==> config.mk <==
export PLATFORM = sky130hd
export DESIGN_NAME = srp_divider
export DESIGN_NICKNAME = d
export VERILOG_FILES = /design/src/srp_pkg.sv /design/src/srp_divider.sv
export SDC_FILE = /design/constraint.sdc
export NUM_CORES = 1
export LEC_CHECK = 0
export BUFFER_PORTS_ARGS = -buffer_cell sky130_fd_sc_hd__buf_2
export CAP_MARGIN = 10
export CORE_UTILIZATION = 58
export DETAILED_ROUTE_END_ITERATION = 10
export PLACE_DENSITY = 0.81
export SLEW_MARGIN = 20
export SYNTH_ARGS = -nofsm -noshare
export SYNTH_HDL_FRONTEND = slang
export SYNTH_SLANG_ARGS = --single-unit
==> constraint.sdc <==
create_clock -name clock -period 25.3 [get_ports clock]
set_input_delay 2.53 -clock clock [delete_from_list [all_inputs] [get_ports clock]]
set_output_delay 2.53 -clock clock [all_outputs]
set_load 0.005 [all_outputs]
==> src/srp_pkg.sv <==
// Shared types and constants of the staircase rectangle placer.
package srp_pkg;

   localparam int COORD_W = 32;
   localparam int SIZE_W = 24;
   localparam int INDEX_W = 7;
   localparam int WIN_W = 16;
   localparam int AREA_W = 64;
   localparam int SCORE_W = 18;

   localparam int DIV_NUM_W = 97;
   localparam int DIV_DEN_W = 80;
   localparam int DIV_QUO_W = 21;
   localparam int DIV_STEP_W = 5;
   localparam logic [DIV_QUO_W-1:0] AREA_CAP = 21'd1048576;

   localparam logic [WIN_W-1:0] WINDOW_WIDTH_RESET = 16'd640;
   localparam logic [WIN_W-1:0] WINDOW_HEIGHT_RESET = 16'd480;

   localparam logic REG_WINDOW_WIDTH = 1'b0;
   localparam logic REG_WINDOW_HEIGHT = 1'b1;

   localparam logic OP_PLACE = 1'b0;
   localparam logic OP_NEWLINE = 1'b1;

   localparam int ORDER_WEIGHT_DIV = 50;
   localparam logic signed [23:0] SCORE_ONE = 24'sd65536;
   localparam logic signed [23:0] SCORE_MAX = 24'sd131071;
   localparam logic signed [23:0] SCORE_MIN = -24'sd131072;

   typedef enum logic [1:0] {
      CELL_HOLD = 2'd0,
      CELL_PUSH = 2'd1,
      CELL_POP  = 2'd2
   } cell_cmd_type;

   typedef struct packed {
      cell_cmd_type       cmd;
      logic [COORD_W-1:0] top_x;
      logic [COORD_W-1:0] top_y;
   } stack_ctl_type;

endpackage

==> src/srp_divider.sv <==
// Restoring divider, one quotient bit a cycle, quotient capped.
module srp_divider (
   input  logic                          clock,
   input  logic                          reset,
   input  logic                          start,
   input  logic [srp_pkg::DIV_NUM_W-1:0] num_in,
   input  logic [srp_pkg::DIV_DEN_W-1:0] den_in,
   output logic                          done,
   output logic [srp_pkg::DIV_QUO_W-1:0] quo
);

   localparam int DSH_W = srp_pkg::DIV_DEN_W + srp_pkg::DIV_QUO_W;

   logic                            run_ff, run_in, done_ff, done_in;
   logic [srp_pkg::DIV_STEP_W-1:0]  step_ff, step_in;
   logic [srp_pkg::DIV_NUM_W-1:0]   rem_ff, rem_in;
   logic [DSH_W-1:0]                dsh_ff, dsh_in;
   logic [srp_pkg::DIV_QUO_W-1:0]   q_ff, q_in;
   logic [DSH_W-1:0]                num_ext, rem_ext;

   assign num_ext = DSH_W'(num_in);
   assign rem_ext = DSH_W'(rem_ff);

   always_comb begin
      run_in = run_ff;
      done_in = 1'b0;
      step_in = step_ff;
      rem_in = rem_ff;
      dsh_in = dsh_ff;
      q_in = q_ff;
      if (start) begin
         if (num_ext >= {den_in, {srp_pkg::DIV_QUO_W{1'b0}}}) begin
            q_in = srp_pkg::AREA_CAP;
            done_in = 1'b1;
            run_in = 1'b0;
         end else begin
            rem_in = num_in;
            dsh_in = {1'b0, den_in, {(srp_pkg::DIV_QUO_W-1){1'b0}}};
            q_in = '0;
            step_in = srp_pkg::DIV_STEP_W'(srp_pkg::DIV_QUO_W - 1);
            run_in = 1'b1;
         end
      end else if (run_ff) begin
         if (rem_ext >= dsh_ff) begin
            rem_in = rem_ff - dsh_ff[srp_pkg::DIV_NUM_W-1:0];
            q_in = {q_ff[srp_pkg::DIV_QUO_W-2:0], 1'b1};
         end else begin
            q_in = {q_ff[srp_pkg::DIV_QUO_W-2:0], 1'b0};
         end
         dsh_in = dsh_ff >> 1;
         if (step_ff == '0) begin
            run_in = 1'b0;
            done_in = 1'b1;
         end else begin
            step_in = step_ff - 1'b1;
         end
      end
   end

   always_ff @(posedge clock) begin
      if (reset) begin
         run_ff <= 1'b0;
         done_ff <= 1'b0;
      end else begin
         run_ff <= run_in;
         done_ff <= done_in;
      end
      step_ff <= step_in;
      rem_ff <= rem_in;
      dsh_ff <= dsh_in;
      q_ff <= q_in;
   end

   assign done = done_ff;
   assign quo = (q_ff > srp_pkg::AREA_CAP) ? srp_pkg::AREA_CAP : q_ff;

endmodule

==> results of run 1 <==
==> cells in the final DEF, fill, tap and decap left out, types with 13 or more instances in the layout <==
| cell type | n |
|---|---|
| o21a_1 | 19 |
| a211oi_1 | 13 |
| a21o_1 | 62 |
| inv_1 | 209 |
| buf_2 | 200 |
| edfxtp_1 | 223 |
| xor2_1 | 37 |
| nand4_1 | 54 |
| o21ai_1 | 15 |
| nand3_1 | 27 |
| o21ai_0 | 227 |
| nor2_1 | 111 |
| a21oi_1 | 165 |
| nand2_1 | 296 |
| ha_1 | 174 |
| nor2b_1 | 34 |
| o21bai_1 | 25 |
| o31ai_1 | 13 |
| and2_1 | 25 |
| clkbuf_16 | 25 |
| a31oi_1 | 15 |
| nor4_1 | 23 |
| xnor2_1 | 47 |
| nor3_1 | 35 |
==> cell families (layout without fill, tap and decap cells) <==
| logic type | after synthesis | count (layout) |
|---|---|---|
| AND/OR/NAND/NOR | 650 | 650 |
| AO/OA/AOI/OAI | 625 | 625 |
| buffers and inverters | 293 | 463 |
| flip-flops | 225 | 225 |
| adder cells (fa/ha/maj) | 175 | 175 |
| XOR/XNOR | 84 | 84 |
| multiplexers | 5 | 5 |
| other | 0 | 1 |
==> cells in the mapped netlist, drive strengths merged, types with 5 or more instances <==
cell type  instances
a31oi             16
nand4             55
inv              209
a221oi             5
a21boi             6
nand2b            11
o21bai            25
a211oi            13
o31ai             17
nand2            297
a221o              5
xnor2             47
nor4              23
nand3             27
edfxtp           223
clkbuf            64
nor2b             34
a21o              62
ha               174
a21oi            166
and2              26
o211ai             8
o21a              19
xor2              37
o21ai            244
buf               20
and3               6
nor3              35
nor2             111
or3               10
==> stage by stage <==
stage	total power [mW]	instances	hold slack [ns]	setup WS [ns]	area, um2
3_3_place_gp	1.05	2572	0.531	18.27	18900
5_1_grt	1.51	2617	0.587	18.36	19700
2_1_floorplan	0.915	2057	0.519	14.56	17600
3_5_place_dp	1.06	2572	0.539	18.10	18900
6_report	1.43	2618	0.554	18.56	19700
4_1_cts	1.42	2617	0.559	18.60	19700
==> power breakdown <==
group / switching (mW) / internal, mW / leakage [nW] / total [mW]
logic: 0.366 / 0.216 / 6.02 / 0.582
registers: 0.0167 / 0.476 / 2.26 / 0.493
clock network: 0.151 / 0.202 / 0.370 / 0.353
==> final timing paths <==
kind / end / slack [ns]
max: rem_ff[59]$_DFFE_PP_ / 18.56
min: dsh_ff[17]$_SDFFCE_PP0P_ / 0.55
max reg2reg: rem_ff[59]$_DFFE_PP_ / 20.29
min reg2reg: dsh_ff[17]$_SDFFCE_PP0P_ / 0.55
==> sequential cells by signal (all words and copies together) (netlist names) <==
| signal | cells |
|---|---|
| done | 1 |
| dsh_ff | 100 |
| q_ff | 21 |
| rem_ff | 97 |
| run_ff | 1 |
| step_ff | 5 |
==> layer usage <==
metal,up-vias,routed length [um],global-route usage
met5,-,0,0
met4,0,1280,0.0858
met3,91,3400,0.0336
met2,657,22000,0.499
met1,7397,21300,0.422
li1,7676,-,-
==> worst max-delay path, stage by stage <==
cell	delay, ns
buf_2	0.11
ha_1	0.29
nor2b_1	0.14
o21a_1	0.16
o21a_1	0.16
o21a_1	0.16
o311ai_1	0.27
a211oi_1	0.15
or3_1	0.40
a221oi_1	0.60
o211ai_1	0.37
a21bo_4	0.67
buf_4	0.77
==> final cells by class <==
type | instances | area (um2)
antenna | 1 | 2.50
clock buffer | 31 | 648
clock inverter | 14 | 125
fill | 2510 | 10100
inverter | 209 | 785
multi-input combinational | 1539 | 9800
sequential | 225 | 6740
tap | 390 | 488
timing repair buffer | 209 | 1080
==> metrics.yaml, run 1 <==
r2r_cells: 13
portBuffers: 201
critPathMaxFanout: 64
netlist_top_cells_area: "edfxtp_1 (38%), ha_1 (12%), o21ai_0 (6.5%)"
dieWidth_um: 176
end_kind: "register"
drive_above_1_share: 0.123
wire_per_inst_um: 18.3
rows: 63
hold_depth: 2
synth_compound_area_frac: 0.215
syn_area_mm2: 0.0176
vdd_drop_max_mv: 0.0525
die_y_um: 176
wl_um: 47900
hold_path_class: "register to register"
htreeDepth: 1
initialDrtViolationCount: 1747
syn_nets: 2412
required_ns: 25.45
synthSimpleGateAreaFrac: 0.170
cts.sinks: 225
clockRootBuffer: "clkbuf_16"
netlist.area_leader.share: 0.380
fmax_mhz: 148
fin_nets: 2564
cts-resized-gates: 0
first_global_vias: 14900
tightest_slew_ns: 1.04
start_util: 0.592
critPathKind: "input pin to register"
dp_hpwl_um: 36700
muxShareOfSynthArea: 0.00305
utilization: 0.660
synth_top_family_by_area: "compound AO/OA/AOI/OAI gates"
power.leakage_nw: 8.65
powerDensity_mw_per_mm2: 72.6
synth_cells: 2057
synth-seq-cells: 225
synth_edf_count: 223
fin_crit_ns: 6.74
num_io_pins: 202
rsz0062_at_grt: "no"
drc: 0
status: "complete, no violations"
grt_overflow: 0
slew_violations: 0
setup_violations: 0
drtAntennaViolNets: 0
syn_avg_cell_area_um2: 8.58
gp_congestion: 0.954
grt_start_max_net_pins: 118
vias: 15800
worstPathArrival_ns: 6.90
viasPerCell: 6.04
hold_viol: 0
slew_headroom: 0.310
synth_fa_ha_area_frac: 0.125
cts_buffer_depth: 3
holdBufCountCts: 0
startpoint_type: "input pin"
synthXorXnorAreaFrac: 0.0417
worstHoldStart: "dsh_ff[18]$_SDFFCE_PP0P_"
antenna_found_initial: 1
clock_skew_ns: 0.0223
gr-usage-all-layers: 0.303
cts_tree: "done"
clk_latency_ns: 0.55
cap_violations: 0
finalCritPeriodShare: 0.266
critPathLaunch: "num_in[22]"
grt_pass1_wl_um: 75600
die_area_mm2: 0.0311
ys_warn_count: 0
synthToLayoutAreaGrowth_pct: 11.5
synthFlopType: "edfxtp_1"
numCtsBuffers: 25
setup_tns_ns: 0
synthArstFlopShare: 0
yosysSeqAreaShare: 0.382
core_area_mm2: 0.0298
first_pass_iters: 6
cts.clk_slew.worst_paths_ns: 0.06
ys_types: 76
r2r-start: "dsh_ff[6]$_SDFFCE_PP0P_"
cts_setup_buffers: 0
synth_top_cell_by_area: "edfxtp_1"
No activity file was read; power rests on OpenSTA's default activity.
==> run 2: changes to the inputs <==
--- a/config.mk
+++ b/config.mk
@@ -5,11 +5,12 @@
 export SDC_FILE = /design/constraint.sdc
 export NUM_CORES = 1
 export LEC_CHECK = 0
+export ABC_AREA = 1
 export BUFFER_PORTS_ARGS = -buffer_cell sky130_fd_sc_hd__buf_2
 export CAP_MARGIN = 10
 export CORE_UTILIZATION = 58
 export DETAILED_ROUTE_END_ITERATION = 10
-export PLACE_DENSITY = 0.81
+export PLACE_DENSITY = 0.8
 export SLEW_MARGIN = 20
 export SYNTH_ARGS = -nofsm -noshare
 export SYNTH_HDL_FRONTEND = slang
==> constraint.sdc (replaced) <==
create_clock -name clock -period 6.9 [get_ports clock]
set_input_delay 0.69 -clock clock [delete_from_list [all_inputs] [get_ports clock]]
set_output_delay 0.69 -clock clock [all_outputs]
set_load 0.005 [all_outputs]
==> metrics.yaml, run 2 <==
pwr-share-comb: 0.459  # +0.051
synth-seq-cells: 225  # unchanged
portBuffers: 201  # unchanged
cts.clk_slew.worst_paths_ns: 0.05  # about the same
synthArstFlopShare: 0  # unchanged
ys_types: 36  # -53%
vdd_drop_max_mv: 0.185  # +250%
wl_um: 69700  # +45%
netlist.area_leader.share: 0.306  # -0.0738
core_area_mm2: 0.0369  # +24%
power.leakage_nw: 13.9  # +61%
rows: 70  # +11%
htreeDepth: 1  # unchanged
slew_headroom: 0.325  # +0.0159
dieWidth_um: 196  # +11%
die_area_mm2: 0.0385  # +24%
synth_top_cell_by_area: "edfxtp_1"
end_kind: "register"
synthToLayoutAreaGrowth_pct: 10.4
netlist_top_cells_area: "edfxtp_1 (31%), nand2_1 (23%), inv_1 (14%)"
registers.top_by_ff_count: "dsh_ff"
synth_compound_area_frac: 0.0586  # -0.156
required_ns: 7.08  # -18.37 ns
synthSimpleGateAreaFrac: 0.369  # +0.199
powerDensity_mw_per_mm2: 230  # +220%
largest_reg_flops: 100  # unchanged
worstPathArrival_ns: 4.31  # -2.59 ns
setup_violations: 0  # unchanged
yosysMostFrequentCell: "nand2_1"
critPathKind: "input pin to register"
syn_nets: 3886  # +61%
fillers: 3572  # +42%
syn_avg_cell_area_um2: 6.20  # -28%
critical_path.top_delay_family: "simple AND/OR/NAND/NOR gates"
crit_chain: "buf_2 -> ha_1 -> a21oi_1 -> nand2_1 -> nand2_1 -> nand2_1 -> a21oi_1 -> nand3_1 -> nor2_1 -> nand3_1 -> nand2_4 -> buf_4"
switching_power_mw: 2.35  # +340%
syn_area_mm2: 0.0219  # +24%
hold_viol: 0  # unchanged
cap_violations: 0  # unchanged
slew_violations: 0  # unchanged
grt_start_max_net_pins: 100  # -15%
drc: 0  # unchanged
layout_commonest_cell: "nand2_1"
setup_tns_ns: 0  # unchanged
startpoint_type: "input pin"
gp_congestion: 1.07  # +12%
synth_fa_ha_area_frac: 0.100  # -0.0242
crit_top_cell: "nand2_1"
cts-resized-gates: 0  # unchanged
start_util: 0.594  # +0.00182
cts_buffer_depth: 3  # unchanged
yosysSeqAreaShare: 0.308  # -0.0742
num_io_pins: 202  # unchanged
numCtsBuffers: 26  # +4.0%
vias: 21900  # +38%
grt_pass1_wl_um: 108000  # +43%
critPathMaxStageDelay_ns: 0.71  # -0.06 ns
clock_skew_ns: 0.0213  # -0.00101 ns
ys_warn_count: 0  # unchanged
holdBufCountCts: 0  # unchanged
p_seq_frac: 0.319  # -0.026
diodes: 0  # -1
synth_cells: 3531  # +72%
swShare: 0.423  # +0.0490
dp_hpwl_um: 58300  # +59%
antenna_found_initial: 0  # -1
muxShareOfSynthArea: 0  # -0.00305
grt_overflow: 0  # unchanged
wire_per_inst_um: 16.4  # -10%
intPower_mw: 3.21  # +260%
die_y_um: 196  # +11%
synthFlopType: "edfxtp_1"
cts_tree: "done"
reg.largest.list: "dsh_ff (100), rem_ff (97), q_ff (21)"
synth_common_cells: "nand2_1 (1369), inv_1 (823), nor2_1 (267)"
first_global_vias: 20500  # +37%
synth_top_family_by_area: "simple AND/OR/NAND/NOR gates"
fin_cells: 4240  # +62%
clk_latency_ns: 0.56  # about the same
synth_edf_count: 223  # unchanged
first_pass_iters: 8  # +2
clockRootBuffer: "clkbuf_16"
drive_above_1_share: 0.0942  # -0.0284
hold_path_class: "input pin to register"
synthXorXnorAreaFrac: 0.0128  # -0.0289
crit_slowest_cell: "buf_4"
dp_cells: 4196  # +63%
fmax_mhz: 242
drtAntennaViolNets: 0  # unchanged
p_clk_frac: 0.222  # -0.025
gr-usage-all-layers: 0.365  # +0.0615
tightest_slew_ns: 1.01  # -0.0239 ns
mostFrequentLayoutCells: "nand2_1 (1368), inv_1 (822), nor2_1 (267)"
finalCritPeriodShare: 0.600
holdWs_ns: 0.315  # -0.239 ns
status: "complete, no violations"
worst-path-buf-inv: 2  # unchanged
fin_crit_ns: 4.14
critPathMaxFanout: 49  # -23%
cts_setup_buffers: 0  # unchanged
cts.sinks: 225  # unchanged
initialDrtViolationCount: 1903  # +8.9%
rsz0062_at_grt: "no"
viasPerCell: 5.16  # -15%
fin_nets: 4075  # +59%
==> run 2: cell count changes after synthesis, sizes merged, moves of 59 or more <==
cell,delta
inv,+625
nor2,+200
nand3,+140
o21ai,-105
a21o,-61
nand2,+1094
a21oi,-59
==> run 2: metrics by stage <==
| stage | setup WS [ns] | cell area (um2) | total power, mW | utilization |
|---|---|---|---|---|
| final | 2.76 | 24200 | 5.56 | 0.655 |
| after global placement | 2.36 | 23400 | 4.24 | 0.636 |
| after floorplan | 0.856 | 21900 | 3.52 | - |
| after global routing | 2.59 | 24200 | 5.92 | 0.655 |
| after CTS | 2.85 | 24200 | 5.51 | 0.655 |
| after detailed placement | 2.29 | 23400 | 4.27 | 0.636 |
==> run 2: layer usage <==
metal	up-vias	track usage	wire [um]
met4	0	0.144	3030
met2	833	0.587	30600
met5	-	0	0
li1	11100	-	-
met1	9780	0.494	30600
met3	160	0.0521	5450
==> run 2: worst paths after layout <==
kind / depth (start not counted) / start / slack (ns) / end
hold / removal: 2 / reset / 0.32 / run_ff$_SDFF_PP0_
setup / recovery: 12 / num_in[88] / 2.76 / rem_ff[46]$_DFFE_PP_
hold reg to reg: 2 / dsh_ff[14]$_SDFFCE_PP0P_ / 0.55 / dsh_ff[13]$_SDFFCE_PP0P_
setup reg to reg: 12 / rem_ff[81]$_DFFE_PP_ / 2.97 / rem_ff[46]$_DFFE_PP_
==> run 2: cells by family (layout without fill, tap and decap cells) <==
logic type | Yosys count | count (layout)
simple gates | 1965 | 1965
buf+inv | 881 | 1086
compound gates | 253 | 253
flops | 225 | 225
fa+ha+maj | 175 | 175
xor+xnor | 32 | 32
==> run 2: area by class of cell <==
cell class	instances	area, um2	share of cell area
Sequential cell	225	6740	0.279
Multi-Input combinational cell	2425	11900	0.491
Clock buffer	36	688	0.0285
Timing Repair Buffer	208	1070	0.0442
Tap cell	504	631	0.0261
Clock inverter	8	47.5	0.00197
Inverter	834	3130	0.130
==> run 2: power by group through the flow <==
stage | clock network (mW) | registers, mW | logic [mW]
6_report | 1.23 | 1.77 | 2.55
5_1_grt | 1.29 | 1.79 | 2.84
4_1_cts | 1.25 | 1.77 | 2.49
3_5_place_dp | 0 | 1.80 | 2.47
3_3_place_gp | 0 | 1.79 | 2.45
2_1_floorplan | 0 | 1.79 | 1.73
